### config.mk
export PLATFORM = sky130hd
export DESIGN_NAME = entropy_block_health_test_core_flat
export DESIGN_NICKNAME = d
export VERILOG_FILES = /design/src/ebht_pkg.sv /design/src/ebht_if.sv /design/src/ebht_cfg_regs.sv /design/src/ebht_front.sv /design/src/ebht_fifo.sv /design/src/ebht_back.sv /design/src/entropy_block_health_test_core.sv /design/src/flat_wrapper.sv
export SDC_FILE = /design/constraint.sdc
export NUM_CORES = 2
export LEC_CHECK = 0
export BUFFER_PORTS_ARGS = -buffer_cell sky130_fd_sc_hd__buf_2
export CAP_MARGIN = 30
export CORE_MARGIN = 4
export CORE_UTILIZATION = 25
export DETAILED_ROUTE_END_ITERATION = 8
export PLACE_DENSITY = 0.34
export SKIP_LAST_GASP = 1
export SLEW_MARGIN = 20
export SYNTH_ARGS = -nofsm -noshare
export SYNTH_HDL_FRONTEND = slang
export SYNTH_HIERARCHICAL = 1
export SYNTH_SLANG_ARGS = --single-unit
### constraint.sdc
create_clock -name clk -period 55.6 [get_ports clk]
set_input_delay 11.12 -clock clk [delete_from_list [all_inputs] [get_ports clk]]
set_output_delay 11.12 -clock clk [all_outputs]
set_load 0.05 [all_outputs]
### src/ebht_pkg.sv
`timescale 1ns / 1ps
`default_nettype none

package ebht_pkg;

  localparam int BYTE_W     = 8;
  localparam int REG_W      = 13;
  localparam int HIST_DEPTH = 256;
  localparam int STATUS_W   = 2;
  localparam int APB_DATA_W = 32;
  localparam int APB_ADDR_W = 4;
  localparam int REG_IDX_W  = 2;
  localparam int FIFO_DEPTH = 2;

  typedef logic [STATUS_W-1:0]  status_t;
  typedef logic [REG_IDX_W-1:0] reg_idx_t;

  localparam status_t STATUS_PASS      = 2'd0;
  localparam status_t STATUS_REP_FAIL  = 2'd1;
  localparam status_t STATUS_PROP_FAIL = 2'd2;

  localparam reg_idx_t REG_REP_LIMIT  = 2'd0;
  localparam reg_idx_t REG_MIN_BLOCK  = 2'd1;
  localparam reg_idx_t REG_PROP_FLOOR = 2'd2;

  localparam logic [REG_W-1:0] REP_LIMIT_RST  = 13'd9;
  localparam logic [REG_W-1:0] MIN_BLOCK_RST  = 13'd64;
  localparam logic [REG_W-1:0] PROP_FLOOR_RST = 13'd16;

  // Threshold settings seen by the front end
  typedef struct packed {
    logic [REG_W-1:0] rep_limit;
    logic [REG_W-1:0] min_block;
    logic [REG_W-1:0] prop_floor;
  } ebht_cfg_t;

  // One classified word passed from front to back
  typedef struct packed {
    logic [BYTE_W-1:0] sample_byte;
    logic              last_byte;
    logic              test_en;
    logic              rep_fail;
    logic [REG_W-1:0]  longest_run;
    logic [REG_W-1:0]  block_length;
  } ebht_entry_t;

endpackage

`default_nettype wire

### src/ebht_if.sv
`timescale 1ns / 1ps
`default_nettype none

interface ebht_in_if import ebht_pkg::*; ();
  logic              valid;
  logic              ready;
  logic [BYTE_W-1:0] sample_byte;
  logic              last_byte;

  modport source (output valid, sample_byte, last_byte, input ready);
  modport sink   (input valid, sample_byte, last_byte, output ready);
endinterface

interface ebht_out_if import ebht_pkg::*; ();
  logic             valid;
  logic             ready;
  status_t          status;
  logic [REG_W-1:0] longest_run;
  logic [REG_W-1:0] top_count;
  logic [REG_W-1:0] block_length;

  modport source (output valid, status, longest_run, top_count, block_length, input ready);
  modport sink   (input valid, status, longest_run, top_count, block_length, output ready);
endinterface

`default_nettype wire

### src/ebht_cfg_regs.sv
`timescale 1ns / 1ps
`default_nettype none

module ebht_cfg_regs import ebht_pkg::*; (
  input  wire logic                  clk,
  input  wire logic                  rst_n,
  input  wire logic                  cfg_psel,
  input  wire logic                  cfg_penable,
  input  wire logic                  cfg_pwrite,
  input  wire logic [APB_ADDR_W-1:0] cfg_paddr,
  input  wire logic [APB_DATA_W-1:0] cfg_pwdata,
  output      logic [APB_DATA_W-1:0] cfg_prdata,
  output      logic                  cfg_pready,
  output      ebht_cfg_t             cfg
);

  ebht_cfg_t cfg_r;
  ebht_cfg_t cfg_nxt;
  reg_idx_t  idx;
  logic      wr_en;

  assign idx        = cfg_paddr[APB_ADDR_W-1 -: REG_IDX_W];
  assign cfg_pready = 1'b1;
  assign wr_en      = cfg_psel && cfg_penable && cfg_pwrite && cfg_pready;
  assign cfg        = cfg_r;

  always_comb begin
    cfg_nxt = cfg_r;
    if (wr_en) begin
      unique case (idx)
        REG_REP_LIMIT:  cfg_nxt.rep_limit  = cfg_pwdata[REG_W-1:0];
        REG_MIN_BLOCK:  cfg_nxt.min_block  = cfg_pwdata[REG_W-1:0];
        REG_PROP_FLOOR: cfg_nxt.prop_floor = cfg_pwdata[REG_W-1:0];
        default: ;
      endcase
    end
  end

  always_comb begin
    unique case (idx)
      REG_REP_LIMIT:  cfg_prdata = APB_DATA_W'(cfg_r.rep_limit);
      REG_MIN_BLOCK:  cfg_prdata = APB_DATA_W'(cfg_r.min_block);
      REG_PROP_FLOOR: cfg_prdata = APB_DATA_W'(cfg_r.prop_floor);
      default:        cfg_prdata = '0;
    endcase
  end

  always_ff @(posedge clk) begin
    if (!rst_n) begin
      cfg_r.rep_limit  <= REP_LIMIT_RST;
      cfg_r.min_block  <= MIN_BLOCK_RST;
      cfg_r.prop_floor <= PROP_FLOOR_RST;
    end else begin
      cfg_r <= cfg_nxt;
    end
  end

endmodule

`default_nettype wire

### src/ebht_front.sv
`timescale 1ns / 1ps
`default_nettype none

module ebht_front import ebht_pkg::*; #(
  parameter int MAX_BLOCK = 4096
) (
  input  wire logic    clk,
  input  wire logic    rst_n,
  ebht_in_if.sink      in_ch,
  input  wire ebht_cfg_t cfg,
  input  wire logic    q_full,
  output      logic    q_push,
  output      ebht_entry_t q_entry,
  output      logic [((($clog2(MAX_BLOCK + 1)) > REG_W) ? $clog2(MAX_BLOCK + 1) : REG_W)-1:0]
                       q_thr
);

  localparam int CW = $clog2(MAX_BLOCK + 1);
  localparam int WW = (CW > REG_W) ? CW : REG_W;
  localparam logic [CW-1:0] MAXV = CW'(MAX_BLOCK);

  logic [BYTE_W-1:0] prev_r;
  logic [CW-1:0]     run_r, best_r, tot_r;
  logic [CW-1:0]     run_inc, run_new, best_new, tot_new;
  logic [WW-1:0]     best_w, tot_w, frac_w, floor_w;
  logic              accept, same;

  assign in_ch.ready = !q_full;
  assign accept      = in_ch.valid && in_ch.ready;
  assign q_push      = accept;

  always_comb begin
    // A zero run length marks the start of a block
    same     = (run_r != '0) && (in_ch.sample_byte == prev_r);
    run_inc  = (run_r >= MAXV) ? MAXV : run_r + CW'(1);
    run_new  = same ? run_inc : CW'(1);
    best_new = (run_new > best_r) ? run_new : best_r;
    tot_new  = (tot_r >= MAXV) ? MAXV : tot_r + CW'(1);

    best_w  = WW'(best_new);
    tot_w   = WW'(tot_new);
    frac_w  = WW'(tot_new >> 3);
    floor_w = WW'(cfg.prop_floor);

    q_entry.sample_byte  = in_ch.sample_byte;
    q_entry.last_byte    = in_ch.last_byte;
    q_entry.test_en      = tot_w >= WW'(cfg.min_block);
    q_entry.rep_fail     = best_w >= WW'(cfg.rep_limit);
    q_entry.longest_run  = best_w[REG_W-1:0];
    q_entry.block_length = tot_w[REG_W-1:0];
    q_thr                = (frac_w < floor_w) ? floor_w : frac_w;
  end

  always_ff @(posedge clk) begin
    if (!rst_n) begin
      prev_r <= '0;
      run_r  <= '0;
      best_r <= CW'(1);
      tot_r  <= '0;
    end else if (accept) begin
      prev_r <= in_ch.sample_byte;
      if (in_ch.last_byte) begin
        run_r  <= '0;
        best_r <= CW'(1);
        tot_r  <= '0;
      end else begin
        run_r  <= run_new;
        best_r <= best_new;
        tot_r  <= tot_new;
      end
    end
  end

endmodule

`default_nettype wire

### src/ebht_fifo.sv
`timescale 1ns / 1ps
`default_nettype none

module ebht_fifo #(
  parameter int W     = 8,
  parameter int DEPTH = 2
) (
  input  wire logic         clk,
  input  wire logic         rst_n,
  input  wire logic         push,
  input  wire logic [W-1:0] push_data,
  input  wire logic         pop,
  output      logic         full,
  output      logic         head_valid,
  output      logic [W-1:0] head_data
);

  localparam int PW = (DEPTH > 1) ? $clog2(DEPTH) : 1;
  localparam int NW = $clog2(DEPTH + 1);

  logic [W-1:0]  store_r [DEPTH];
  logic [PW-1:0] wr_ptr_r, rd_ptr_r;
  logic [NW-1:0] cnt_r;
  logic          do_push, do_pop;

  assign full       = (cnt_r == NW'(DEPTH));
  assign head_valid = (cnt_r != '0);
  assign head_data  = store_r[rd_ptr_r];
  assign do_push    = push && !full;
  assign do_pop     = pop && head_valid;

  always_ff @(posedge clk) begin
    if (do_push) begin
      store_r[wr_ptr_r] <= push_data;
    end
  end

  always_ff @(posedge clk) begin
    if (!rst_n) begin
      wr_ptr_r <= '0;
      rd_ptr_r <= '0;
      cnt_r    <= '0;
    end else begin
      if (do_push) begin
        wr_ptr_r <= (wr_ptr_r == PW'(DEPTH - 1)) ? '0 : wr_ptr_r + PW'(1);
      end
      if (do_pop) begin
        rd_ptr_r <= (rd_ptr_r == PW'(DEPTH - 1)) ? '0 : rd_ptr_r + PW'(1);
      end
      unique case ({do_push, do_pop})
        2'b10:   cnt_r <= cnt_r + NW'(1);
        2'b01:   cnt_r <= cnt_r - NW'(1);
        default: cnt_r <= cnt_r;
      endcase
    end
  end

endmodule

`default_nettype wire

### src/ebht_back.sv
`timescale 1ns / 1ps
`default_nettype none

module ebht_back import ebht_pkg::*; #(
  parameter int MAX_BLOCK = 4096
) (
  input  wire logic    clk,
  input  wire logic    rst_n,
  input  wire logic    head_valid,
  input  wire ebht_entry_t head_entry,
  input  wire logic [((($clog2(MAX_BLOCK + 1)) > REG_W) ? $clog2(MAX_BLOCK + 1) : REG_W)-1:0]
                       head_thr,
  output      logic    pop,
  ebht_out_if.source   out_ch
);

  localparam int CW = $clog2(MAX_BLOCK + 1);
  localparam int WW = (CW > REG_W) ? CW : REG_W;
  localparam logic [CW-1:0] MAXV = CW'(MAX_BLOCK);

  logic [CW-1:0]         hist_mem_r [HIST_DEPTH];
  logic [HIST_DEPTH-1:0] vld_r, vld_nxt;

  logic          b_v_r;
  ebht_entry_t   b_ent_r;
  logic [WW-1:0] b_thr_r;
  logic [CW-1:0] rd_r, fwd_val_r, best_r;
  logic          fwd_sel_r;

  logic          out_v_r;
  status_t       out_status_r;
  logic [REG_W-1:0] out_run_r, out_top_r, out_len_r;

  logic [CW-1:0] old_cnt, new_cnt, best_new;
  logic [WW-1:0] best_w;
  logic          b_go, fwd_hit;
  status_t       status;

  always_comb begin
    // Forward the count written on the edge this word was read
    old_cnt  = fwd_sel_r ? fwd_val_r : (vld_r[b_ent_r.sample_byte] ? rd_r : '0);
    new_cnt  = (old_cnt >= MAXV) ? MAXV : old_cnt + CW'(1);
    best_new = (new_cnt > best_r) ? new_cnt : best_r;
    best_w   = WW'(best_new);

    priority if (!b_ent_r.test_en)         status = STATUS_PASS;
    else if (b_ent_r.rep_fail)             status = STATUS_REP_FAIL;
    else if (best_w > b_thr_r)             status = STATUS_PROP_FAIL;
    else                                   status = STATUS_PASS;

    b_go    = b_v_r && (!b_ent_r.last_byte || !out_v_r || out_ch.ready);
    pop     = head_valid && (!b_v_r || b_go);
    fwd_hit = b_go && !b_ent_r.last_byte && (b_ent_r.sample_byte == head_entry.sample_byte);

    vld_nxt = vld_r;
    if (b_go) begin
      if (b_ent_r.last_byte) begin
        vld_nxt = '0;
      end else begin
        vld_nxt[b_ent_r.sample_byte] = 1'b1;
      end
    end
  end

  // Histogram memory: one read and one write port
  always_ff @(posedge clk) begin
    if (b_go) begin
      hist_mem_r[b_ent_r.sample_byte] <= new_cnt;
    end
    if (pop) begin
      rd_r <= hist_mem_r[head_entry.sample_byte];
    end
  end

  always_ff @(posedge clk) begin
    if (pop) begin
      b_ent_r   <= head_entry;
      b_thr_r   <= head_thr;
      fwd_sel_r <= fwd_hit;
      fwd_val_r <= new_cnt;
    end
    if (b_go && b_ent_r.last_byte) begin
      out_status_r <= status;
      out_run_r    <= b_ent_r.longest_run;
      out_top_r    <= best_w[REG_W-1:0];
      out_len_r    <= b_ent_r.block_length;
    end
  end

  always_ff @(posedge clk) begin
    if (!rst_n) begin
      b_v_r   <= 1'b0;
      vld_r   <= '0;
      best_r  <= '0;
      out_v_r <= 1'b0;
    end else begin
      vld_r <= vld_nxt;
      if (pop) begin
        b_v_r <= 1'b1;
      end else if (b_go) begin
        b_v_r <= 1'b0;
      end
      if (b_go) begin
        best_r <= b_ent_r.last_byte ? '0 : best_new;
      end
      if (b_go && b_ent_r.last_byte) begin
        out_v_r <= 1'b1;
      end else if (out_ch.ready) begin
        out_v_r <= 1'b0;
      end
    end
  end

  assign out_ch.valid        = out_v_r;
  assign out_ch.status       = out_status_r;
  assign out_ch.longest_run  = out_run_r;
  assign out_ch.top_count    = out_top_r;
  assign out_ch.block_length = out_len_r;

endmodule

`default_nettype wire

### src/entropy_block_health_test_core.sv
// A last byte's verdict passes the queue, the back stage and the result register.
// Throughput: one byte per cycle while the result side takes words; the
// histogram read-modify-write and its one-word forward path set that rate.
// Reset (rst_n, synchronous, active low): thresholds to 9/64/16, histogram
// valid flags cleared at once, queue and pipeline emptied; no clearing pass.
`timescale 1ns / 1ps
`default_nettype none

module entropy_block_health_test_core import ebht_pkg::*; #(
  parameter int MAX_BLOCK = 4096
) (
  input  wire logic                  clk,
  input  wire logic                  rst_n,
  ebht_in_if.sink                    in_ch,
  ebht_out_if.source                 out_ch,
  input  wire logic                  cfg_psel,
  input  wire logic                  cfg_penable,
  input  wire logic                  cfg_pwrite,
  input  wire logic [APB_ADDR_W-1:0] cfg_paddr,
  input  wire logic [APB_DATA_W-1:0] cfg_pwdata,
  output      logic [APB_DATA_W-1:0] cfg_prdata,
  output      logic                  cfg_pready
);

  // Counter width holds MAX_BLOCK itself; threshold width also covers the
  // 13-bit register values
  localparam int CW = $clog2(MAX_BLOCK + 1);
  localparam int WW = (CW > REG_W) ? CW : REG_W;
  localparam int EW = $bits(ebht_entry_t);
  localparam int QW = EW + WW;

  ebht_cfg_t     cfg;
  logic          q_push, q_full, q_pop, head_valid;
  ebht_entry_t   q_entry, head_entry;
  logic [WW-1:0] q_thr, head_thr;
  logic [QW-1:0] head_data;

  // Register file: thresholds; write only while the block is quiet (the block does not enforce it)
  ebht_cfg_regs u_cfg (
    .clk         (clk),
    .rst_n       (rst_n),
    .cfg_psel    (cfg_psel),
    .cfg_penable (cfg_penable),
    .cfg_pwrite  (cfg_pwrite),
    .cfg_paddr   (cfg_paddr),
    .cfg_pwdata  (cfg_pwdata),
    .cfg_prdata  (cfg_prdata),
    .cfg_pready  (cfg_pready),
    .cfg         (cfg)
  );

  // Front: track runs and block length, settle the repetition verdict and
  // the proportion threshold for each word
  ebht_front #(.MAX_BLOCK(MAX_BLOCK)) u_front (
    .clk     (clk),
    .rst_n   (rst_n),
    .in_ch   (in_ch),
    .cfg     (cfg),
    .q_full  (q_full),
    .q_push  (q_push),
    .q_entry (q_entry),
    .q_thr   (q_thr)
  );

  // Short queue: lets the front keep taking bytes while the result waits, until it fills
  ebht_fifo #(.W(QW), .DEPTH(FIFO_DEPTH)) u_fifo (
    .clk        (clk),
    .rst_n      (rst_n),
    .push       (q_push),
    .push_data  ({q_thr, q_entry}),
    .pop        (q_pop),
    .full       (q_full),
    .head_valid (head_valid),
    .head_data  (head_data)
  );

  assign head_entry = head_data[EW-1:0];
  assign head_thr   = head_data[QW-1 -: WW];

  // Back: histogram update, top count, final verdict and result register
  ebht_back #(.MAX_BLOCK(MAX_BLOCK)) u_back (
    .clk        (clk),
    .rst_n      (rst_n),
    .head_valid (head_valid),
    .head_entry (head_entry),
    .head_thr   (head_thr),
    .pop        (q_pop),
    .out_ch     (out_ch)
  );

endmodule

`default_nettype wire

### src/flat_wrapper.sv
// flat-port wrapper written by rule: the top's interface ports become plain ports
module entropy_block_health_test_core_flat import ebht_pkg::*;
#(
  parameter int MAX_BLOCK = 4096
)
  (clk, rst_n, cfg_psel, cfg_penable, cfg_pwrite, cfg_paddr, cfg_pwdata, cfg_prdata, cfg_pready, in_ch_valid, in_ch_sample_byte, in_ch_last_byte, in_ch_ready, out_ch_valid, out_ch_status, out_ch_longest_run, out_ch_top_count, out_ch_block_length, out_ch_ready);
  ebht_in_if in_ch_i ();
  ebht_out_if out_ch_i ();
  input  wire logic clk;
  input  wire logic rst_n;
  input  wire logic cfg_psel;
  input  wire logic cfg_penable;
  input  wire logic cfg_pwrite;
  input  wire logic [APB_ADDR_W-1:0] cfg_paddr;
  input  wire logic [APB_DATA_W-1:0] cfg_pwdata;
  output      logic [APB_DATA_W-1:0] cfg_prdata;
  output      logic cfg_pready;
  input wire logic [$bits(in_ch_i.valid)-1:0] in_ch_valid;
  input wire logic [$bits(in_ch_i.sample_byte)-1:0] in_ch_sample_byte;
  input wire logic [$bits(in_ch_i.last_byte)-1:0] in_ch_last_byte;
  output wire logic [$bits(in_ch_i.ready)-1:0] in_ch_ready;
  output wire logic [$bits(out_ch_i.valid)-1:0] out_ch_valid;
  output wire logic [$bits(out_ch_i.status)-1:0] out_ch_status;
  output wire logic [$bits(out_ch_i.longest_run)-1:0] out_ch_longest_run;
  output wire logic [$bits(out_ch_i.top_count)-1:0] out_ch_top_count;
  output wire logic [$bits(out_ch_i.block_length)-1:0] out_ch_block_length;
  input wire logic [$bits(out_ch_i.ready)-1:0] out_ch_ready;
  assign in_ch_i.valid = in_ch_valid;
  assign in_ch_i.sample_byte = in_ch_sample_byte;
  assign in_ch_i.last_byte = in_ch_last_byte;
  assign in_ch_ready = in_ch_i.ready;
  assign out_ch_valid = out_ch_i.valid;
  assign out_ch_status = out_ch_i.status;
  assign out_ch_longest_run = out_ch_i.longest_run;
  assign out_ch_top_count = out_ch_i.top_count;
  assign out_ch_block_length = out_ch_i.block_length;
  assign out_ch_i.ready = out_ch_ready;
  entropy_block_health_test_core #(.MAX_BLOCK(MAX_BLOCK)) u_core (.clk(clk), .rst_n(rst_n), .in_ch(in_ch_i), .out_ch(out_ch_i), .cfg_psel(cfg_psel), .cfg_penable(cfg_penable), .cfg_pwrite(cfg_pwrite), .cfg_paddr(cfg_paddr), .cfg_pwdata(cfg_pwdata), .cfg_prdata(cfg_prdata), .cfg_pready(cfg_pready));
endmodule
---- Yosys cells after proc, flatten, opt, wreduce, memory -nomap -nowiden ----
Memories as Yosys holds them, arrays and structs flattened. A register that Yosys moved wholly into a read port is not among the register bits.
Index checks and enable logic that the tools add are counted.
cells by class
  $add $sub $neg .......................... 7
  $lt $le $gt $ge ......................... 11
  eq/ne operators ......................... 7
  muxes and demuxes ....................... 34
  bitwise gates (word level) .............. 2
  reductions and logical operators ........ 29
operators with widths
  kind                                                                          number
  256-bit two-way mux                                                           1
  256-bit OR                                                                    1
  13-bit two-way mux                                                            13
  13-bit by 1-bit adder with 13-bit output, second input constant               3
  13-bit >= comparator, second input constant                                   3
  13-bit greater-than comparator                                                3
  13-bit case mux with 3 select lines                                           1
  13-bit >= comparator                                                          2
  8-bit == test                                                                 2
  1-bit two-way mux                                                             15
  10-bit by 13-bit less-than comparator with 1-bit output                       1
  13-bit nonzero test                                                           1
  1-bit logical AND                                                             12
  8-bit by 9-bit less-than comparator with 1-bit output, second input constant  1
  1-bit binary-select mux with 8-bit select                                     1
  1-bit demux with 8-bit select                                                 1
  8-bit by 1-bit >= comparator with 1-bit output, second input constant         1
  2-bit nonzero test                                                            4
  2-bit == test, second input constant                                          3
  2-bit AND reduction                                                           3
  2-bit by 1-bit == test with 1-bit output, second input constant               2
  1-bit zero test                                                               4
  2-bit case mux with 2 select lines                                            1
  1-bit logical OR                                                              3
  other kinds (7)                                                               8
storage, ports and cells
  register bits after elaboration ......... 466
  memory bits (writable) .................. 3,428
  bits of input ports ..................... 52
  output and inout port bits .............. 76
  logic and storage cells ................. 120
  memories ................................ 2
memory list
  name                      depth  bits a word  read ports  clocked after Yosys merged registers in  write ports  line             RTL
  u_core.u_back.hist_mem_r  256    13           1           1                                        1            ebht_back.sv:21  logic [CW-1:0] hist_mem_r [HIST_DEPTH];
  u_core.u_fifo.store_r     2      50           1           1                                        1            ebht_fifo.sv:21  logic [W-1:0] store_r [DEPTH];

---- Longest topological paths before layout ----
  word-level depth ........................ 11
  mapped depth ............................ 42
  mapped depth without buffers ............ 35

---- By module ----
The synthesis kept the hierarchy.
by module, submodules not included
  module         instances  cells an instance  area each (um2)  seq. area each (um2)
  ebht_back      1          6,210              142,166.3        108,904.4
  ebht_front     1          512                3,947.5          940.9
  ebht_fifo      1          182                3,833.7          3,103.0
  ebht_cfg_regs  1          216                1,943.1          780.7

---- Least setup slack after synthesis ----
OpenSTA, ideal clock, no wires.
  kind .................................... input to output
  start ................................... in cfg_paddr[2]
  end ..................................... out cfg_prdata[10]
  data arrival time ....................... 12.692 ns
  required time ........................... 44.480 ns
  slack ................................... 31.788 ns
  stages .................................. 4
  buffers on the path ..................... 2
  cells stage by stage .................... buf_6 -> buf_2 -> mux2i_1 -> o21ai_0
on the way
  cells in the longest elaborated chain, start to end .. 2
  elaborated cells between the ends (all ways) .. 4
  those cells by class .................... eq/ne: 2; mux: 1; reduce/logical: 1
RTL lines
  element                                      line                 RTL
  from (decl)                                  flat_wrapper.sv:14   input wire logic [APB_ADDR_W-1:0] cfg_paddr;
  2-bit == test, or another cell as far along  ebht_cfg_regs.sv:40  unique case (idx)
  13-bit case mux with 3 select lines (*)      ebht_cfg_regs.sv:40
  to (decl)                                    flat_wrapper.sv:16   output logic [APB_DATA_W-1:0] cfg_prdata;
Every way passes the cells marked *; elsewhere a longest branch is shown, timed or not.

---- Final worst setup path ----
  start ................................... in cfg_paddr[3]
  end ..................................... out cfg_prdata[12]
The elaborated chain is that of the path after synthesis.

==> metrics <==
outcome=complete, no violations; arrival time worst endpoint=12.49 ns; most common cell after layout, fill and taps aside=edfxtp_1; Hold Crit Depth=0; Fmax=between 0.04 and 0.05 GHz; Syn Area/Cell=21.3 um2; Wirelength per Cell=about 29 um; Period minus WS final=23.61 ns; most frequent cells in the layout=edfxtp_1, mux4_2, clkbuf_16; Hold Violations, Final=0; CP most frequent cell=buf_2; register area share after synthesis=74.9%; Worst path top cell family by delay=buffers and inverters; fin crit share=between 40% and 50%; RR Startpoint=u_core/u_back/b_ent_r[33]; slew margin rel.=25.0%; largest net degree at the start of global routing=around 170; worst hold path endpoint=u_core/u_back/out_ch.block_length[2]; EDFF count, synth=around 3500; Synth Cell Area=approximately 0.15 mm2; global route overflow=0; PwrDens=55.3 mW/mm2; Crit path buffers/inverters=2; M1 WL=212000 um; Worst Hold Class=reg -> reg; GRT Util Overall=between 10 and 15%; DR top layer=met5; share of layout cells above drive strength 1=30.2%; CTS tree=built; via count=73300; Critical Path Source Type=primary input; Crit-path slowest cell=nor2b_4; Starting DRT DRC Count=5329; cell row count=286; die area=0.620 mm2; TritonCTS Buffers=450; CTS sink count=around 3900; Detailed Route WL=462000 um; hold path start=u_core/u_back/b_ent_r[2]; root buf cell=clkbuf_16; Via density=between 4 and 5; DR WL met2=222000 um; Final setup viols=0; crit path max fanout=17; worst vdd ir=just over 0.06 mV; DIE HEIGHT=approximately 790 um; Hold-fix buffers, CTS=0; worst-margin pin slew=roughly 1.1 ns; die width=787 um; post_cts resized=0; DRC=0; clock latency at the later pin of the worst-skew pair=1.03 ns; path type of the worst setup path=in -> out; fin nets=7782; first-pass GRT wire length=640000 um; initial antenna violation count=36; WL met3=19100 um; reg2reg path depth=33; H-Tree Depth=5; reg2reg setup slack=44.36 ns; most common flop cell mapped by yosys=edfxtp_1; Final GP Congestion=0.741; critical path, cell by cell=buf_2 -> nor2b_4 -> nand2_1 -> o21ai_0 -> buf_2; max-capacitance violation count=0; utilization after layout=approximately 30%; endpoint type of the worst setup path=primary output; I/O pin count=128; reg-to-reg critical path endpoint=u_core/u_back/out_ch.status[1]; Clock transition at path regs=roughly 0.060 ns; CTS max path bufs=4; RSZ-0062 raised after global routing=no; total iterations of the first detailed-routing run=7; Post-synth ARST share=0%; Design Power=between 9 and 10 mW; PortBufs=86; core area=0.606 mm2; post-DP HPWL=282000 um; vias in the first global route=76800; Post-CTS Setup Repair Bufs=0; Routed Antenna Nets=0; worst path required time=44.48 ns; Post-Syn Instances=a little over 7000; Cell variety after synth=86; Initial Util=25.1%; P&R area growth vs syn=17.8%; Yosys warnings=6; setup_tns=0 ns; #FFs+latches synth=3908; Max stage delay on crit path=0.47 ns; Slew Viols, Final=0; P_leak=about 56 nW; Clock Skew=about 0.082 ns
## power breakdown
part / internal [mW] / switching [mW] / total, mW
Sequential: 3.96 / 0.0352 / 3.99
Combinational: 0.948 / 2.07 / 3.02
Clock: 1.66 / 1.21 / 2.88
Total: 6.57 / 3.32 / 9.89
## sequential cells by signal (all words and copies together), names as in the netlist, 37 cells and up, named ones only
register	flops
u_core/u_fifo/store_r	100
u_core/u_back/vld_r	256
u_core/u_cfg/cfg	39
u_core/u_back/b_ent_r	37
u_core/u_back/hist_mem_r	3328
## cells by family after synthesis
group / Yosys count / synth area share, %
other: 2 / 0.00494
buffers and inverters: 522 / 1.46
xor gates and xnor gates: 42 / 0.242
muxes: 1336 / 18.2
adders and majority gates: 80 / 0.659
DFF: 3908 / 74.9
and+or+nand+nor: 690 / 2.02
AOI/OAI and AO/OA: 540 / 2.55
## worst max path at each step
| stage | endpoint | slack (ns) | depth (start not counted) | start |
|---|---|---|---|---|
| 5_1_grt | cfg_prdata[9] | 31.89 | 5 | cfg_paddr[3] |
| 4_1_cts | cfg_prdata[12] | 31.97 | 5 | cfg_paddr[3] |
| 3_3_place_gp | cfg_prdata[12] | 31.99 | 5 | cfg_paddr[3] |
| 3_5_place_dp | cfg_prdata[12] | 31.98 | 5 | cfg_paddr[3] |
| 6_report | cfg_prdata[12] | 31.99 | 5 | cfg_paddr[3] |
| 2_1_floorplan | cfg_prdata[10] | 31.79 | 4 | cfg_paddr[2] |
## cells in the mapped netlist (all sizes together), types with 4 or more instances
| cell type | instances | share of area, % |
|---|---|---|
| a21boi | 4 | 0.020 |
| o21ai | 59 | 0.20 |
| o31ai | 10 | 0.068 |
| a22oi | 46 | 0.24 |
| o22ai | 10 | 0.041 |
| nand3b | 5 | 0.025 |
| nand4 | 17 | 0.070 |
| dfxtp | 362 | 4.8 |
| nor3 | 23 | 0.079 |
| o21a | 269 | 1.3 |
| a21o | 7 | 0.035 |
| nor2 | 338 | 0.84 |
| nand2 | 157 | 0.39 |
| xor2 | 19 | 0.11 |
| nand3 | 52 | 0.17 |
| buf | 150 | 0.54 |
| edfxtp | 3546 | 70 |
| nor2b | 30 | 0.13 |
| or3 | 4 | 0.017 |
| inv | 99 | 0.24 |
| nor4 | 13 | 0.063 |
| ha | 80 | 0.66 |
| mux2i | 131 | 0.86 |
| mux4 | 1133 | 17 |
| and3 | 14 | 0.058 |
| a22o | 5 | 0.029 |
| mux2 | 72 | 0.54 |
| a32o | 12 | 0.079 |
| nor3b | 8 | 0.043 |
| or2 | 6 | 0.025 |
| a31oi | 9 | 0.041 |
| nand2b | 8 | 0.035 |
| clkbuf | 273 | 0.67 |
| and2 | 7 | 0.029 |
| nand4b | 4 | 0.023 |
| a21oi | 70 | 0.23 |
| xnor2 | 23 | 0.13 |
## layer usage
metal / vias to the layer above / track usage (%)
met5: - / 0
met4: 8 / 2.86
met3: 530 / 2.00
met2: 1570 / 24.1
met1: 40500 / 20.5
li1: 30700 / -
## worst register-to-register path: cells and delay by family (launching register included)
kind                       cells  cell delay (ns)
adders and majority gates      3             0.94
DFF                            1             0.66
and+or+nand+nor               10             3.98
buffers and inverters          2             0.81
AOI/OAI and AO/OA             18             4.57
## stage by stage
stage	hold WS, ns	instance area [um2]	setup WS, ns	std cells
after floorplan	0.400	152000	31.79	7138
after global placement	0.403	164000	31.99	15200
after detailed placement	0.405	164000	31.98	15200
final	0.419	179000	31.99	16100
after CTS	0.418	179000	31.97	16100
after global routing	0.423	179000	31.89	16100
## cell type report
class	count	area (um2)
antenna	14	35.0
clock buffer	598	12100
clock inverter	237	2210
fill	59200	427000
inverter	99	379
multi-input combinational	2708	36600
sequential	3908	114000
tap	8064	10100
timing repair buffer	483	3840
Note: power is estimated with default switching activity, not from simulation.
